$ cat config.mk
export PLATFORM = sky130hd
export DESIGN_NAME = nfb_regs
export DESIGN_NICKNAME = d
export VERILOG_FILES = /design/src/design/nfb_pkg.sv /design/src/design/nfb_regs.sv
export SDC_FILE = /design/constraint.sdc
export NUM_CORES = 1
export LEC_CHECK = 0
export BUFFER_PORTS_ARGS = -buffer_cell sky130_fd_sc_hd__clkbuf_2
export CORE_UTILIZATION = 35
export CTS_CLUSTER_SIZE = 14
export DETAILED_ROUTE_END_ITERATION = 12
export PLACE_DENSITY_LB_ADDON = 0.15
export REMOVE_ABC_BUFFERS = 1
export SYNTH_ARGS = -nofsm -noshare
export SYNTH_HDL_FRONTEND = slang
export SYNTH_SLANG_ARGS = --single-unit
export TNS_END_PERCENT = 30
$ cat constraint.sdc
create_clock -name clk -period 2.6 [get_ports clk]
set_input_delay 0.52 -clock clk [delete_from_list [all_inputs] [get_ports clk]]
set_output_delay 0.52 -clock clk [all_outputs]
set_load 0.02 [all_outputs]
$ cat src/design/nfb_pkg.sv
// Shared types, codes and constants for the packed 4-bit framebuffer block.
`default_nettype none

package nfb_pkg;

  // Default store geometry.
  localparam int STORE_ROWS_DEF          = 128;
  localparam int STORE_BYTES_PER_ROW_DEF = 64;

  // Fixed widths of the command fields and of the walk counters.
  localparam int FUNC_W = 3;
  localparam int POS_W  = 8;
  localparam int COL_W  = 7;
  localparam int ROW_W  = 8;
  localparam int DATA_W = 8;
  localparam int GREY_W = 4;

  // Configuration port geometry.
  localparam int PADDR_W = 4;
  localparam int PDATA_W = 32;

  // Register indexes.
  localparam logic [1:0] REG_DISP_WIDTH  = 2'd0;
  localparam logic [1:0] REG_DISP_HEIGHT = 2'd1;
  localparam logic [1:0] REG_GREY_LEVEL  = 2'd2;

  // Register reset values.
  localparam logic [POS_W-1:0]  DISP_WIDTH_RST  = 8'd128;
  localparam logic [POS_W-1:0]  DISP_HEIGHT_RST = 8'd96;
  localparam logic [GREY_W-1:0] GREY_LEVEL_RST  = 4'd15;

  // Command codes.
  localparam logic [FUNC_W-1:0] FN_SET     = 3'd0;
  localparam logic [FUNC_W-1:0] FN_CLR     = 3'd1;
  localparam logic [FUNC_W-1:0] FN_INV     = 3'd2;
  localparam logic [FUNC_W-1:0] FN_BMP     = 3'd3;
  localparam logic [FUNC_W-1:0] FN_CLR_ALL = 3'd4;
  localparam logic [FUNC_W-1:0] FN_INV_ALL = 3'd5;
  localparam logic [FUNC_W-1:0] FN_READ    = 3'd6;

  typedef struct packed {
    logic [POS_W-1:0]  disp_width;
    logic [POS_W-1:0]  disp_height;
    logic [GREY_W-1:0] grey_level;
  } cfg_t;

endpackage

`default_nettype wire

$ cat src/design/nfb_regs.sv
// Configuration registers behind the APB-style port.
`default_nettype none

module nfb_regs
  import nfb_pkg::*;
(
  input  wire logic               clk,
  input  wire logic               rst_n,
  input  wire logic               psel,
  input  wire logic               penable,
  input  wire logic               pwrite,
  input  wire logic [PADDR_W-1:0] paddr,
  input  wire logic [PDATA_W-1:0] pwdata,
  output logic      [PDATA_W-1:0] prdata,
  output logic                    pready,
  output cfg_t                    cfg
);

  cfg_t       cfg_r;
  cfg_t       cfg_nxt;
  logic [1:0] idx;
  logic       wr_en;

  assign idx    = paddr[3:2];
  assign wr_en  = psel & penable & pwrite;
  assign pready = 1'b1;
  assign cfg    = cfg_r;

  always_comb begin
    cfg_nxt = cfg_r;
    if (wr_en) begin
      case (idx)
        REG_DISP_WIDTH:  cfg_nxt.disp_width  = pwdata[POS_W-1:0];
        REG_DISP_HEIGHT: cfg_nxt.disp_height = pwdata[POS_W-1:0];
        REG_GREY_LEVEL:  cfg_nxt.grey_level  = pwdata[GREY_W-1:0];
        default:         cfg_nxt = cfg_r;
      endcase
    end
  end

  always_comb begin
    case (idx)
      REG_DISP_WIDTH:  prdata = {{(PDATA_W-POS_W){1'b0}}, cfg_r.disp_width};
      REG_DISP_HEIGHT: prdata = {{(PDATA_W-POS_W){1'b0}}, cfg_r.disp_height};
      REG_GREY_LEVEL:  prdata = {{(PDATA_W-GREY_W){1'b0}}, cfg_r.grey_level};
      default:         prdata = '0;
    endcase
  end

  always_ff @(posedge clk) begin
    if (!rst_n) begin
      cfg_r.disp_width  <= DISP_WIDTH_RST;
      cfg_r.disp_height <= DISP_HEIGHT_RST;
      cfg_r.grey_level  <= GREY_LEVEL_RST;
    end else begin
      cfg_r <= cfg_nxt;
    end
  end

endmodule

`default_nettype wire

==> flow_summary.json <==
{
  "grt_overflow": 0,
  "hp-start": "pwdata[6]",
  "setup_viol": 0,
  "htree_levels": 1,
  "crit_chain": "clkbuf_2 -> and2b_2 -> nand2_1 -> o21ai_0 -> clkbuf_2",
  "power_density_nw_per_um2": 454.7,
  "clock_latency_ps": 290,
  "regArea_um2": 400.4,
  "min_period_ps": 2045,
  "final_nets": 215,
  "drive_above_1_share_pct": 28.90,
  "end_kind": "primary output",
  "critPathKind": "in -> out",
  "cp_num_cells": 5,
  "critical_path_arrival_ps": 1520,
  "hold_depth": 3,
  "r2r_start": "cfg[19]",
  "drc": 0,
  "grt_max_degree": 32,
  "fin_setup_tns_ps": 0,
  "clk_pin_slew_ps": 110,
  "wl_um": 2301,
  "post_drt_wl_per_cell_um": 10.60,
  "numCtsBuffers": 3,
  "firstDrtPassIters": 6,
  "syn_avg_cell_area_um2": 8.656,
  "ys_seq_area_share_pct": 34.26,
  "synth_seq_cells": 20,
  "antenna_cells": 0,
  "track_usage_pct": 13.54,
  "r2r_slack_ps": 1950,
  "r2r_cells": 2,
  "outcome": "completed",
  "ant_nets": 0,
  "max_freq_ghz": 0.4890,
  "cpMaxStageDelayCell": "and2b_2",
  "tightest_slew_ps": 554.5,
  "cpPeakStageDelay_ps": 380,
  "antenna_found_initial": 0,
  "die_h_um": 59.79,
  "ys_types": 19,
  "largest_register_ff_count": 20,
  "fin_skew_ps": 0,
  "vdd_drop_max_mv": 0.1591,
  "p_leak_nw": 0.6490,
  "fillCellCount": 329,
  "vias": 931,
  "cp-start-kind": "input pin",
  "cts_sinks": 20,
  "cts_resized": 0,
  "core_um2": 3103,
  "syn_area_um2": 1169,
  "clock-root-buffer": "clkbuf_4",
  "crit-reg2reg-capture": "cfg[19]",
  "crit_buf_inv": 2,
  "yosysWarnings": 0,
  "finalHoldViolCount": 0,
  "dp_hpwl_um": 1731,
  "drv_slew": 0,
  "cts_buffer_depth": 2,
  "pin_count": 94,
  "path_common_cell": "clkbuf_2",
  "cts_tree": "built",
  "rsz0062_at_grt": "no",
  "drt_iter0_drc": 23,
  "multi_input_area_um2": 605.6,
  "crit_family": "buffers and inverters",
  "hold_buffers": 0,
  "cap_violations": 0,
  "grt_pass1_vias": 744,
  "power_uw": 604.8,
  "maxSlewHeadroom_pct": 62.91,
  "gp_congestion": 0.7864,
  "rows": 20,
  "cts_setup_buffers": 0,
  "synth_cells": 135,
  "numPortBuffers": 42,
  "hold_end": "cfg[18]",
  "cp_max_fo": 11,
  "period_share_pct": 78.65,
  "syn2layout_area_growth_pct": 13.81,
  "grt_pass1_wl_um": 3546,
  "viasPerCell": 4.290,
  "cp.required_ps": 2080,
  "hp-class": "in -> reg",
  "start_util_pct": 37.66,
  "die_area_um2": 3574,
  "die_w_um": 59.79
}
==> cells in the mapped netlist <==
cell	instances	area share, %
nand3_1	5	2.1
buf_2	1	0.43
dfxtp_1	20	34
and3_1	1	0.54
buf_6	2	1.9
o21ai_0	4	1.7
o211ai_1	4	2.6
nor3_4	1	1.4
mux2i_1	24	21
nor2b_1	6	3.2
inv_1	4	1.3
nor2_1	4	1.3
clkbuf_1	3	0.96
conb_1	2	0.64
nand2_1	25	8.0
and2b_2	1	0.75
nor3b_2	1	1.1
and2_1	1	0.54
buf_4	26	17
==> worst max-delay path by stage <==
stage | end | startpoint | slack [ps]
floorplan | prdata[0] | paddr[2] | 970
global placement | prdata[0] | paddr[2] | 540
detailed placement | prdata[2] | paddr[2] | 540
CTS | prdata[0] | paddr[2] | 550
global route | prdata[0] | paddr[2] | 440
finish | prdata[0] | paddr[2] | 560
==> area by class of cell <==
class | count | share of cell area (%)
Timing Repair Buffer | 43 | 16.37
Clock buffer | 4 | 2.728
Multi-Input combinational cell | 102 | 45.53
Sequential cell | 20 | 30.10
Inverter | 4 | 1.129
Tap cell | 44 | 4.139
==> cell families (layout without fill, tap and decap cells) <==
kind of cell,Yosys count,in the layout,synth area share (%)
simple gates,45,45,18.95
buf+inv,36,51,21.31
flops,20,20,34.26
compound gates,8,8,4.283
other cells,2,25,0.6426
mux,24,24,20.56
==> metal layers <==
metal  routed length (µm)  up-vias  GRT usage (%)
met2                  994       60          20.16
met3                  203        2          3.247
met1                 1093      401          18.84
met5                    0        -              0
li1                     -      468              -
met4                   10        0          4.983
==> tightest hold or removal path: cells and delay by family <==
kind	cells	cell delay (ps)
buf+inv	1	90
simple gates	1	50
mux	1	60
==> placed cells by master (no fill, tap or decap), drive strengths merged <==
cell and instances:
and2 1, and2b 1, and3 1, buf 1, clkbuf 46, conb 25, dfxtp 20, inv 4
mux2i 24, nand2 25, nand3 5, nor2 4, nor2b 6, nor3 1, nor3b 1, o211ai 4
o21ai 4
==> power by group <==
part	internal [mW]	switching, mW
clock	0.0853	0.0938
combinational	0.0298	0.0816
sequential	0.311	0.00339
==> per-stage QoR <==
step	instance area, µm²	hold slack (ps)	std cells	utilization, %	worst slack (ps)
5_1_grt	1330	449.9	217	42.86	442.6
2_1_floorplan	1021	541.7	126	-	972.8
3_3_place_gp	1294	457.6	213	41.69	537.7
6_report	1330	461.5	217	42.86	555.1
4_1_cts	1330	445.5	217	42.86	545.7
3_5_place_dp	1294	465.0	213	41.69	541.1
No activity file was read; power rests on OpenSTA's default activity.
