**src/design/nfb_pkg.sv**
```systemverilog
// Shared types, codes and constants for the packed 4-bit framebuffer block.
`default_nettype none

package nfb_pkg;

  // Default store geometry.
  localparam int STORE_ROWS_DEF          = 128;
  localparam int STORE_BYTES_PER_ROW_DEF = 64;

  // Fixed widths of the command fields and of the walk counters.
  localparam int FUNC_W = 3;
  localparam int POS_W  = 8;
  localparam int COL_W  = 7;
  localparam int ROW_W  = 8;
  localparam int DATA_W = 8;
  localparam int GREY_W = 4;

  // Configuration port geometry.
  localparam int PADDR_W = 4;
  localparam int PDATA_W = 32;

  // Register indexes.
  localparam logic [1:0] REG_DISP_WIDTH  = 2'd0;
  localparam logic [1:0] REG_DISP_HEIGHT = 2'd1;
  localparam logic [1:0] REG_GREY_LEVEL  = 2'd2;

  // Register reset values.
  localparam logic [POS_W-1:0]  DISP_WIDTH_RST  = 8'd128;
  localparam logic [POS_W-1:0]  DISP_HEIGHT_RST = 8'd96;
  localparam logic [GREY_W-1:0] GREY_LEVEL_RST  = 4'd15;

  // Command codes.
  localparam logic [FUNC_W-1:0] FN_SET     = 3'd0;
  localparam logic [FUNC_W-1:0] FN_CLR     = 3'd1;
  localparam logic [FUNC_W-1:0] FN_INV     = 3'd2;
  localparam logic [FUNC_W-1:0] FN_BMP     = 3'd3;
  localparam logic [FUNC_W-1:0] FN_CLR_ALL = 3'd4;
  localparam logic [FUNC_W-1:0] FN_INV_ALL = 3'd5;
  localparam logic [FUNC_W-1:0] FN_READ    = 3'd6;

  typedef struct packed {
    logic [POS_W-1:0]  disp_width;
    logic [POS_W-1:0]  disp_height;
    logic [GREY_W-1:0] grey_level;
  } cfg_t;

endpackage

`default_nettype wire

```
**src/design/nfb_ctrl.sv**
```systemverilog
// Command decoder and read-modify-write sequencer for the pixel store.
`default_nettype none

module nfb_ctrl
  import nfb_pkg::*;
#(
  parameter int STORE_ROWS          = STORE_ROWS_DEF,
  parameter int STORE_BYTES_PER_ROW = STORE_BYTES_PER_ROW_DEF,
  parameter int DEPTH               = STORE_ROWS * STORE_BYTES_PER_ROW,
  parameter int AW                  = (DEPTH > 1) ? $clog2(DEPTH) : 1
) (
  input  wire logic              clk,
  input  wire logic              rst_n,
  input  wire cfg_t              cfg,
  input  wire logic              start,
  output logic                   busy,
  input  wire logic [FUNC_W-1:0] in_func,
  input  wire logic [POS_W-1:0]  in_pos_x,
  input  wire logic [POS_W-1:0]  in_pos_y,
  input  wire logic [POS_W-1:0]  in_rect_width,
  input  wire logic [POS_W-1:0]  in_rect_height,
  input  wire logic [DATA_W-1:0] in_src_byte,
  output logic                   out_strobe,
  output logic                   out_accepted,
  output logic      [DATA_W-1:0] out_read_data,
  output logic                   mem_re,
  output logic                   mem_we,
  output logic      [AW-1:0]     mem_addr,
  output logic      [DATA_W-1:0] mem_wdata,
  input  wire logic [DATA_W-1:0] mem_rdata
);

  localparam logic [1:0] S_IDLE = 2'd0;
  localparam logic [1:0] S_RD   = 2'd1;
  localparam logic [1:0] S_WR   = 2'd2;
  localparam logic [1:0] S_CLR  = 2'd3;

  localparam logic [POS_W:0] EW_MAX    = (POS_W+1)'(2 * STORE_BYTES_PER_ROW);
  localparam logic [POS_W:0] EH_MAX    = (POS_W+1)'(STORE_ROWS);
  localparam logic [POS_W:0] COLS_LIM  = (POS_W+1)'(STORE_BYTES_PER_ROW);
  localparam logic [AW-1:0]  LAST_ADDR = AW'(DEPTH - 1);

  logic [1:0]        state_r,  state_nxt;
  logic              init_r,   init_nxt;
  logic [FUNC_W-1:0] op_r,     op_nxt;
  logic [AW-1:0]     lin_r,    lin_nxt;
  logic [COL_W-1:0]  col_r,    col_nxt;
  logic [COL_W-1:0]  cfirst_r, cfirst_nxt;
  logic [COL_W-1:0]  clast_r,  clast_nxt;
  logic [ROW_W-1:0]  row_r,    row_nxt;
  logic [ROW_W-1:0]  y0_r,     y0_nxt;
  logic [ROW_W-1:0]  ylast_r,  ylast_nxt;
  logic              x0_r,     x0_nxt;
  logic              le_r,     le_nxt;
  logic [DATA_W-1:0] src_r,    src_nxt;
  logic              strobe_r, strobe_nxt;
  logic              acc_r,    acc_nxt;
  logic [DATA_W-1:0] data_r,   data_nxt;

  // Clipping arithmetic on the incoming command.
  logic [POS_W:0]    ew, eh, x9, y9, xw, yh, xe9, ye9, y7, yb9;
  logic              org_ok, rd_ok;

  // Byte modify datapath.
  logic              hi_en, lo_en, sweep, walk_done;
  logic [2:0]        bit_k;
  logic [GREY_W-1:0] nv;
  logic [DATA_W-1:0] new_byte;
  logic [AW-1:0]     rect_addr;

  assign busy          = (state_r != S_IDLE);
  assign out_strobe    = strobe_r;
  assign out_accepted  = acc_r;
  assign out_read_data = data_r;

  always_comb begin
    ew  = ({1'b0, cfg.disp_width}  < EW_MAX) ? {1'b0, cfg.disp_width}  : EW_MAX;
    eh  = ({1'b0, cfg.disp_height} < EH_MAX) ? {1'b0, cfg.disp_height} : EH_MAX;
    x9  = {1'b0, in_pos_x};
    y9  = {1'b0, in_pos_y};
    xw  = x9 + {1'b0, in_rect_width};
    yh  = y9 + {1'b0, in_rect_height};
    xe9 = (xw > ew) ? (ew - 9'd1) : (xw - 9'd1);
    ye9 = (yh > eh) ? (eh - 9'd1) : (yh - 9'd1);
    y7  = y9 + 9'd7;
    yb9 = (ye9 < y7) ? ye9 : y7;
    org_ok = (x9 < ew) && (y9 < eh);
    rd_ok  = (x9 < COLS_LIM) && (y9 < EH_MAX);
  end

  assign sweep     = (op_r == FN_INV_ALL);
  assign rect_addr = AW'(32'(row_r) * STORE_BYTES_PER_ROW + 32'(col_r));
  assign bit_k     = 3'(row_r - y0_r);

  always_comb begin
    if (sweep) begin
      hi_en = 1'b1;
      lo_en = 1'b1;
    end else begin
      hi_en = !((col_r == cfirst_r) && x0_r);
      lo_en = !((col_r == clast_r) && le_r);
    end
    case (op_r)
      FN_SET:  nv = cfg.grey_level;
      FN_BMP:  nv = src_r[bit_k] ? cfg.grey_level : '0;
      default: nv = '0;
    endcase
    case (op_r)
      FN_INV, FN_INV_ALL: begin
        new_byte = mem_rdata ^ {{GREY_W{hi_en}}, {GREY_W{lo_en}}};
      end
      FN_CLR: begin
        new_byte = mem_rdata & ~{{GREY_W{hi_en}}, {GREY_W{lo_en}}};
      end
      default: begin
        new_byte = {hi_en ? nv : mem_rdata[7:4], lo_en ? nv : mem_rdata[3:0]};
      end
    endcase
    if (sweep) begin
      walk_done = (lin_r == LAST_ADDR);
    end else begin
      walk_done = (col_r == clast_r) && (row_r == ylast_r);
    end
  end

  always_comb begin
    state_nxt  = state_r;
    init_nxt   = init_r;
    op_nxt     = op_r;
    lin_nxt    = lin_r;
    col_nxt    = col_r;
    cfirst_nxt = cfirst_r;
    clast_nxt  = clast_r;
    row_nxt    = row_r;
    y0_nxt     = y0_r;
    ylast_nxt  = ylast_r;
    x0_nxt     = x0_r;
    le_nxt     = le_r;
    src_nxt    = src_r;
    strobe_nxt = 1'b0;
    acc_nxt    = acc_r;
    data_nxt   = data_r;
    mem_re     = 1'b0;
    mem_we     = 1'b0;
    mem_addr   = (state_r == S_CLR || sweep) ? lin_r : rect_addr;
    mem_wdata  = new_byte;

    case (state_r)
      S_IDLE: begin
        if (start) begin
          op_nxt     = in_func;
          src_nxt    = in_src_byte;
          lin_nxt    = '0;
          data_nxt   = '0;
          row_nxt    = in_pos_y;
          y0_nxt     = in_pos_y;
          ylast_nxt  = in_pos_y;
          x0_nxt     = in_pos_x[0];
          le_nxt     = !in_pos_x[0];
          col_nxt    = in_pos_x[POS_W-1:1];
          cfirst_nxt = in_pos_x[POS_W-1:1];
          clast_nxt  = in_pos_x[POS_W-1:1];
          case (in_func)
            FN_SET, FN_CLR, FN_INV, FN_BMP: begin
              if (!org_ok) begin
                strobe_nxt = 1'b1;
                acc_nxt    = 1'b0;
              end else if ((in_func != FN_SET) && (in_rect_height == '0 ||
                           (in_func != FN_BMP && in_rect_width == '0))) begin
                // An empty area changes nothing.
                strobe_nxt = 1'b1;
                acc_nxt    = 1'b1;
              end else begin
                state_nxt = S_RD;
                if (in_func == FN_CLR || in_func == FN_INV) begin
                  clast_nxt = xe9[POS_W-1:1];
                  le_nxt    = !xe9[0];
                  ylast_nxt = ye9[ROW_W-1:0];
                end else if (in_func == FN_BMP) begin
                  ylast_nxt = yb9[ROW_W-1:0];
                end
              end
            end
            FN_CLR_ALL: begin
              state_nxt = S_CLR;
            end
            FN_INV_ALL: begin
              state_nxt = S_RD;
            end
            FN_READ: begin
              if (rd_ok) begin
                state_nxt  = S_RD;
                col_nxt    = in_pos_x[COL_W-1:0];
                cfirst_nxt = in_pos_x[COL_W-1:0];
                clast_nxt  = in_pos_x[COL_W-1:0];
              end else begin
                strobe_nxt = 1'b1;
                acc_nxt    = 1'b0;
              end
            end
            default: begin
              strobe_nxt = 1'b1;
              acc_nxt    = 1'b0;
            end
          endcase
        end
      end
      S_RD: begin
        mem_re    = 1'b1;
        state_nxt = S_WR;
      end
      S_WR: begin
        mem_we = (op_r != FN_READ);
        if (op_r == FN_READ) begin
          data_nxt = mem_rdata;
        end
        if (walk_done) begin
          state_nxt  = S_IDLE;
          strobe_nxt = 1'b1;
          acc_nxt    = 1'b1;
        end else begin
          state_nxt = S_RD;
          lin_nxt   = lin_r + AW'(1);
          if (col_r == clast_r) begin
            col_nxt = cfirst_r;
            row_nxt = row_r + ROW_W'(1);
          end else begin
            col_nxt = col_r + COL_W'(1);
          end
        end
      end
      S_CLR: begin
        mem_we    = 1'b1;
        mem_wdata = '0;
        lin_nxt   = lin_r + AW'(1);
        if (lin_r == LAST_ADDR) begin
          state_nxt  = S_IDLE;
          init_nxt   = 1'b0;
          strobe_nxt = !init_r;
          acc_nxt    = 1'b1;
          data_nxt   = '0;
        end
      end
      default: begin
        state_nxt = S_IDLE;
      end
    endcase
  end

  always_ff @(posedge clk) begin
    if (!rst_n) begin
      state_r  <= S_CLR;
      init_r   <= 1'b1;
      op_r     <= FN_CLR_ALL;
      lin_r    <= '0;
      strobe_r <= 1'b0;
    end else begin
      state_r  <= state_nxt;
      init_r   <= init_nxt;
      op_r     <= op_nxt;
      lin_r    <= lin_nxt;
      strobe_r <= strobe_nxt;
    end
  end

  always_ff @(posedge clk) begin
    col_r    <= col_nxt;
    cfirst_r <= cfirst_nxt;
    clast_r  <= clast_nxt;
    row_r    <= row_nxt;
    y0_r     <= y0_nxt;
    ylast_r  <= ylast_nxt;
    x0_r     <= x0_nxt;
    le_r     <= le_nxt;
    src_r    <= src_nxt;
    acc_r    <= acc_nxt;
    data_r   <= data_nxt;
  end

endmodule

`default_nettype wire

```
**config.mk**
```make
export PLATFORM = sky130hd
export DESIGN_NAME = nfb_ctrl
export DESIGN_NICKNAME = d
export VERILOG_FILES = /design/src/design/nfb_pkg.sv /design/src/design/nfb_ctrl.sv
export SDC_FILE = /design/constraint.sdc
export NUM_CORES = 1
export LEC_CHECK = 0
export ABC_AREA = 1
export BUFFER_PORTS_ARGS = -buffer_cell sky130_fd_sc_hd__clkbuf_2
export CAP_MARGIN = 20
export CORE_MARGIN = 8
export CORE_UTILIZATION = 39
export DETAILED_ROUTE_END_ITERATION = 12
export SETUP_SLACK_MARGIN = 0.3
export SYNTH_ARGS = -nofsm -noshare
export SYNTH_HDL_FRONTEND = slang
export SYNTH_SLANG_ARGS = --single-unit
export TNS_END_PERCENT = 1
```
**constraint.sdc**
```tcl
create_clock -name clk -period 13 [get_ports clk]
set_clock_uncertainty 0.2 [all_clocks]
set_input_delay 0 -clock clk [delete_from_list [all_inputs] [get_ports clk]]
set_output_delay 0 -clock clk [all_outputs]
set_load 0.01 [all_outputs]
```
==> impl_metrics.csv, run 1 <==
group,metric,value,unit
setup_path,cp-end-kind,"register",
place,hpwl,17100,um
yosys,yosysWarnings,0,
setup_path,cpMaxStageDelayCell,"dlygate4sd3_1",
power_and_ir_drop,leakage,4.32,nW
final_layout,nNetsFinal,1380,
timing,tns,0,ns
detailed_routing,route.met3.wl,1180,um
final_layout,drive_gt1_share,14.9,%
detailed_routing,drc,0,
timing,setup_slack,7.46,ns
grt,grt_usage,17.7,%
timing,rsz0062_at_grt,"false",
detailed_routing,wire_per_inst,14.3,um
yosys,syn_area_per_cell,7.05,um2
place,gp_congestion,0.885,
detailed_routing,drt-pass1-iter-count,5,
worst_hold_path,hold_path.class,"primary input to register",
final_layout,register_area,0.00217,mm2
grt,grt_max_degree,40,
floorplan,fp.dieH,156,um
setup_path,crit_top_cell,"nand2_1",
timing,hold_violations,0,
clock_tree,cts_buffers,9,
floorplan,placementRows,51,
floorplan,start_util,39.6,%
detailed_routing,wirelength,21500,um
clock_tree,cts-root-buf,"clkbuf_16",
detailed_routing,vias,7531,
yosys,syn_area,0.00767,mm2
detailed_routing,drt_iter0_markers,439,
setup_path,start_kind,"primary input",
timing,relSlewSlack,27.2,%
floorplan,core_area,0.0194,mm2
power_and_ir_drop,power.density,96.3,mW/mm2
yosys,mappedNetlistNets,1237,
final_layout,antenna_cells,0,
detailed_routing,highest_layer,"met4",
floorplan,die-area,0.0244,mm2
grt,grt_pass1_wl,35300,um
yosys,synth-seq-cells,79,
grt,grt_overflow,0,
detailed_routing,drt-vias-per-instance,5.01,
floorplan,die_w,156,um
final_layout,fin_util,47.1,%
detailed_routing,m1WireLength,10500,um
clock_tree,clk_pin_slew,0.06,ns
run,cap_viol_max_count,0,
floorplan,io_pins,108,
yosys,syn_inst,1089,
clock_tree,cts_setup_buffers,0,
detailed_routing,dr_wl_met2,9630,um
grt,antenna_found_initial,0,
yosys,synthFlopType,"edfxtp_1",
timing,fmax,180,MHz
setup_path,cp.required,12.89,ns
place,port_buffers,107,
yosys,async_flop_share,0,%
outcome,status,"completed",
yosys,synth.yosys.seq_area_share,28.3,%
setup_path,crit_fanout,11,
clock_tree,clockBufferDepth,2,
setup_path,slowest_delay,0.54,ns
clock_tree,clk_latency,0.35,ns
detailed_routing,detail-route-antenna-nets,0,
clock_tree,cts_max_level,3,
timing,worst_pin_slew,1.09,ns
final_layout,n_fill_cell,2068,
final_layout,multi_input_area,0.00488,mm2
final_layout,area_growth_syn_to_layout,19.1,%
timing,holdWs,0.0382,ns
power_and_ir_drop,ir_drop,47.3,uV
clock_tree,cts_tree,"yes",
clock_tree,cts.sinks,79,
timing,finalMaxSlewViolations,0,
yosys,synth_cell_types,49,
final_layout,layout_commonest_cell,"nand2_1",
setup_path,arrival,5.43,ns
timing,finalSetupViolCount,0,
setup_path,critPathKind,"primary input to register",
final_layout,final_cell_mix,"nand2_1, inv_1, clkbuf_2",
timing,post-route-min-period,5.54,ns
timing,min_period_over_period,42.6,%
place,preCtsSetupSlack,7.16,ns
grt,grt_pass1_vias,7228,
yosys,synth-edff-count,59,
==> layer usage <==
layer,vias up,track usage (%)
li1,3927,-
met1,3389,23.6
met2,198,28.9
met3,17,2.34
met4,0,5.90
met5,-,0
==> report_power, final <==
group / leakage [nW] / internal [mW] / switching, mW
Clock: 0.126 / 0.130 / 0.108
Combinational: 3.50 / 0.128 / 0.223
Sequential: 0.698 / 0.284 / 0.00711
==> synthesized netlist by cell type (18+ instances only) <==
library cell / count / area share [%]
nor2_1: 90 / 4.4
edfxtp_1: 59 / 23
nand3_1: 74 / 4.8
xor2_1: 43 / 4.9
nand4_1: 18 / 1.5
nand2_1: 274 / 13
inv_1: 131 / 6.4
o21ai_0: 80 / 5.2
dfxtp_1: 20 / 5.2
ha_1: 71 / 12
a21oi_1: 59 / 3.8
nor3_1: 19 / 1.2
nand2_2: 21 / 1.7
==> flip-flops by register name (all words and copies together), names as in the netlist, 2 cells and up <==
name	cells
lin_r	13
out_read_data	8
row_r	8
src_r	8
ylast_r	8
cfirst_r	7
clast_r	7
col_r	7
op_r	3
y0_r	3
state_r	2
==> worst max-delay path: cells and delay by family <==
| kind | cells | cell delay [ns] |
|---|---|---|
| AOI/OAI and AO/OA | 6 | 0.76 |
| adders and majority gates | 5 | 1.47 |
| xor gates and xnor gates | 1 | 0.21 |
| buffers and inverters | 7 | 1.21 |
| and+or+nand+nor | 15 | 1.78 |
==> worst paths after layout <==
path | slack, ns | to | start | cells past startpoint
max reg2reg | 9.28 | row_r[2]$_DFFE_PP_ | state_r[1]$_SDFFE_PN1P_ | 6
max | 7.46 | ylast_r[1]$_DFFE_PP_ | in_pos_y[0] | 34
min | 0.04 | clast_r[6]$_DFFE_PP_ | cfg[19] | 7
min reg2reg | 0.26 | init_r$_SDFFE_PN1P_ | init_r$_SDFFE_PN1P_ | 2
==> kinds of logic (layout without fill, tap and decap cells) <==
group,Yosys count,count (layout),share of synthesized area (%)
DFF,79,79,28.3
AOI/OAI and AO/OA,182,182,13.3
buffers and inverters,159,307,8.17
adders and majority gates,74,74,12.4
xor gates and xnor gates,54,54,6.16
and+or+nand+nor,541,541,31.7
==> through the flow <==
| step | std cells | power [mW] | cell area [um2] |
|---|---|---|---|
| detailed placement | 1444 | 0.635 | 8460 |
| floorplan | 1089 | 0.549 | 7670 |
| global placement | 1444 | 0.632 | 8460 |
| CTS | 1501 | 0.885 | 9140 |
| global route | 1502 | 0.946 | 9140 |
| finish | 1502 | 0.880 | 9140 |
==> layout make-up <==
cell class	instances	area share, %
Sequential cell	79	23.8
Inverter	141	5.79
Clock inverter	5	0.370
Clock buffer	11	2.55
Tap cell	265	3.63
Multi-Input combinational cell	851	53.4
Timing Repair Buffer	150	10.5
==> timing repair <==
| item | in CTS | in global routing |
|---|---|---|
| hold endpoints to repair | 51 | 0 |
| hold buffers | 41 | 0 |
| resized for setup | 0 | 0 |
Power figures use the tool's default switching activity.
==> inputs of run 2 (changes only) <==
==> constraint.sdc (replaced) <==
create_clock -name clk -period 5.4 [get_ports clk]
set_clock_uncertainty 0.2 [all_clocks]
set_input_delay 0 -clock clk [delete_from_list [all_inputs] [get_ports clk]]
set_output_delay 0 -clock clk [all_outputs]
set_load 0.01 [all_outputs]
==> run 2 against run 1 <==
  * Global-route usage increased by 0.29 points
  * Non-clock buffer count is 11 higher
  * Critical path depth shrank 1
  * Wire length up 2.0%
==> impl_metrics.csv, run 2 (synthesis results as in run 1) <==
group,metric,value,unit
power_and_ir_drop,total_power,2.20,mW
timing,rsz0062_at_grt,"false",
final_layout,final_cell_mix,"nand2_1, inv_1, clkbuf_2",
clock_tree,cts_tree,"yes",
grt,grt_pass1_vias,7381,
grt,grt_util_met2,29.2,%
clock_tree,cts_max_level,3,
clock_tree,cts-root-buf,"clkbuf_16",
setup_path,slowest_delay,0.55,ns
setup_path,cpLargestDelayFamily,"simple AND/OR/NAND/NOR gates",
power_and_ir_drop,leakage,4.38,nW
floorplan,die_w,156,um
place,port_buffers,107,
timing,finalSetupViolCount,0,
final_layout,area_growth_syn_to_layout,21.9,%
timing,tns,0,ns
final_layout,final_cell_count_no_fill,1513,
floorplan,core_area,0.0194,mm2
floorplan,start_util,39.6,%
setup_path,cp_num_buf_inv,7,
setup_path,crit_fanout,7,
setup_path,critPathKind,"primary input to register",
grt,grt_max_degree,40,
outcome,status,"completed",
detailed_routing,drc,0,
setup_path,start_kind,"primary input",
timing,fmax,212,MHz
timing,hold_violations,0,
grt,grt_use_met3,1.88,%
place,dp_cells,1448,
final_layout,n_fill_cell,2003,
place,hpwl,17200,um
detailed_routing,vias,7529,
clock_tree,clk_latency,0.35,ns
timing,finalMaxSlewViolations,0,
final_layout,largest_register_ffs,13,
floorplan,die-area,0.0244,mm2
detailed_routing,detail-route-antenna-nets,0,
detailed_routing,wire_per_inst,14.5,um
grt,grt_usage,18.0,%
grt,antenna_found_initial,0,
run,cap_viol_max_count,0,
final_layout,nNetsFinal,1391,
grt,grt-busiest-layer,"met2",
floorplan,fp.dieH,156,um
floorplan,io_pins,108,
setup_path,cp-end-kind,"register",
setup_path,cpMaxStageDelayCell,"dlygate4sd3_1",
clock_tree,clockBufferDepth,2,
final_layout,largest-register,"lin_r",
timing,relSlewSlack,36.9,%
clock_tree,cts.sinks,79,
detailed_routing,drt_iter0_markers,409,
detailed_routing,drt-pass1-iter-count,7,
final_layout,antenna_cells,0,
grt,grt_pass1_wl,35900,um
timing,worst_pin_slew,0.944,ns
setup_path,arrival,4.61,ns
detailed_routing,drt-vias-per-instance,4.98,
clock_tree,cts_buffers,9,
worst_hold_path,hold_path.class,"primary input to register",
setup_path,cp.required,5.29,ns
timing,post-route-min-period,4.72,ns
floorplan,placementRows,51,
detailed_routing,wirelength,22000,um
place,gp_congestion,0.879,
final_layout,layout_commonest_cell,"nand2_1",
timing,min_period_over_period,87.4,%
power_and_ir_drop,ir_drop,110,uV
clock_tree,clk_pin_slew,0.06,ns
grt,use_met1,24.5,%
grt,grt_overflow,0,
final_layout,drive_gt1_share,16.7,%
power_and_ir_drop,power.density,235,mW/mm2
run 2: path summary, 6_finish.rpt:
check                                            end           startpoint  slack [ns]  cells past startpoint
worst min-delay path            ylast_r[1]$_DFFE_PP_          in_pos_y[1]        0.01                      5
worst max-delay path            ylast_r[2]$_DFFE_PP_          in_pos_y[5]        0.68                     33
worst min register to register   init_r$_SDFFE_PN1P_  init_r$_SDFFE_PN1P_        0.25                      2
worst max register to register    row_r[0]$_DFFE_PP_   col_r[1]$_DFFE_PP_        2.46                      5
run 2: power by group:
part           leakage, nW  switching, mW  internal, mW
registers            0.698         0.0173         0.684
logic                 3.56          0.568         0.355
clock network        0.119          0.262         0.314
total                 4.38          0.847          1.35
run 2: layer usage:
metal | vias to the layer above | routed length, um
met3 | 21 | 1100
li1 | 3949 | -
met5 | - | 0
met1 | 3362 | 10700
met2 | 197 | 9810
met4 | 0 | 362
run 2: worst min-delay path: stages:
cell	delay [ns]
clkbuf_2	0.17
o21ai_0	0.11
nand2_1	0.07
nand2_1	0.04
o21ai_0	0.06
run 2: final cells by class:
cell class                      count  area, um2  area share, %
Clock buffer                       12        236           2.53
Clock inverter                      4       31.3          0.334
Inverter                          141        529           5.66
Multi-Input combinational cell    851       5000           53.5
Sequential cell                    79       2170           23.2
Tap cell                          265        332           3.54
Timing Repair Buffer              161       1050           11.2
run 2: per-stage QoR:
step | hold WS [ns] | cell area, um2 | setup WS, ns | util (%)
6_report | 0.0125 | 9360 | 0.680 | 48.2
5_1_grt | 0.0601 | 9360 | 0.226 | 48.2
4_1_cts | 0.0122 | 9180 | 0.369 | 47.3
3_5_place_dp | -0.0214 | 8490 | 0.267 | 43.8
3_3_place_gp | -0.0224 | 8490 | 0.466 | 43.8
2_1_floorplan | -0.131 | 7670 | 0.486 | -
run 2: repair_timing:
action                                  in CTS  in global routing
resized for setup                            0                 26
setup buffers                                0                  5
hold endpoints to repair                    53                  0
endpoints found under the setup margin       0                  8
hold buffers                                42                  0
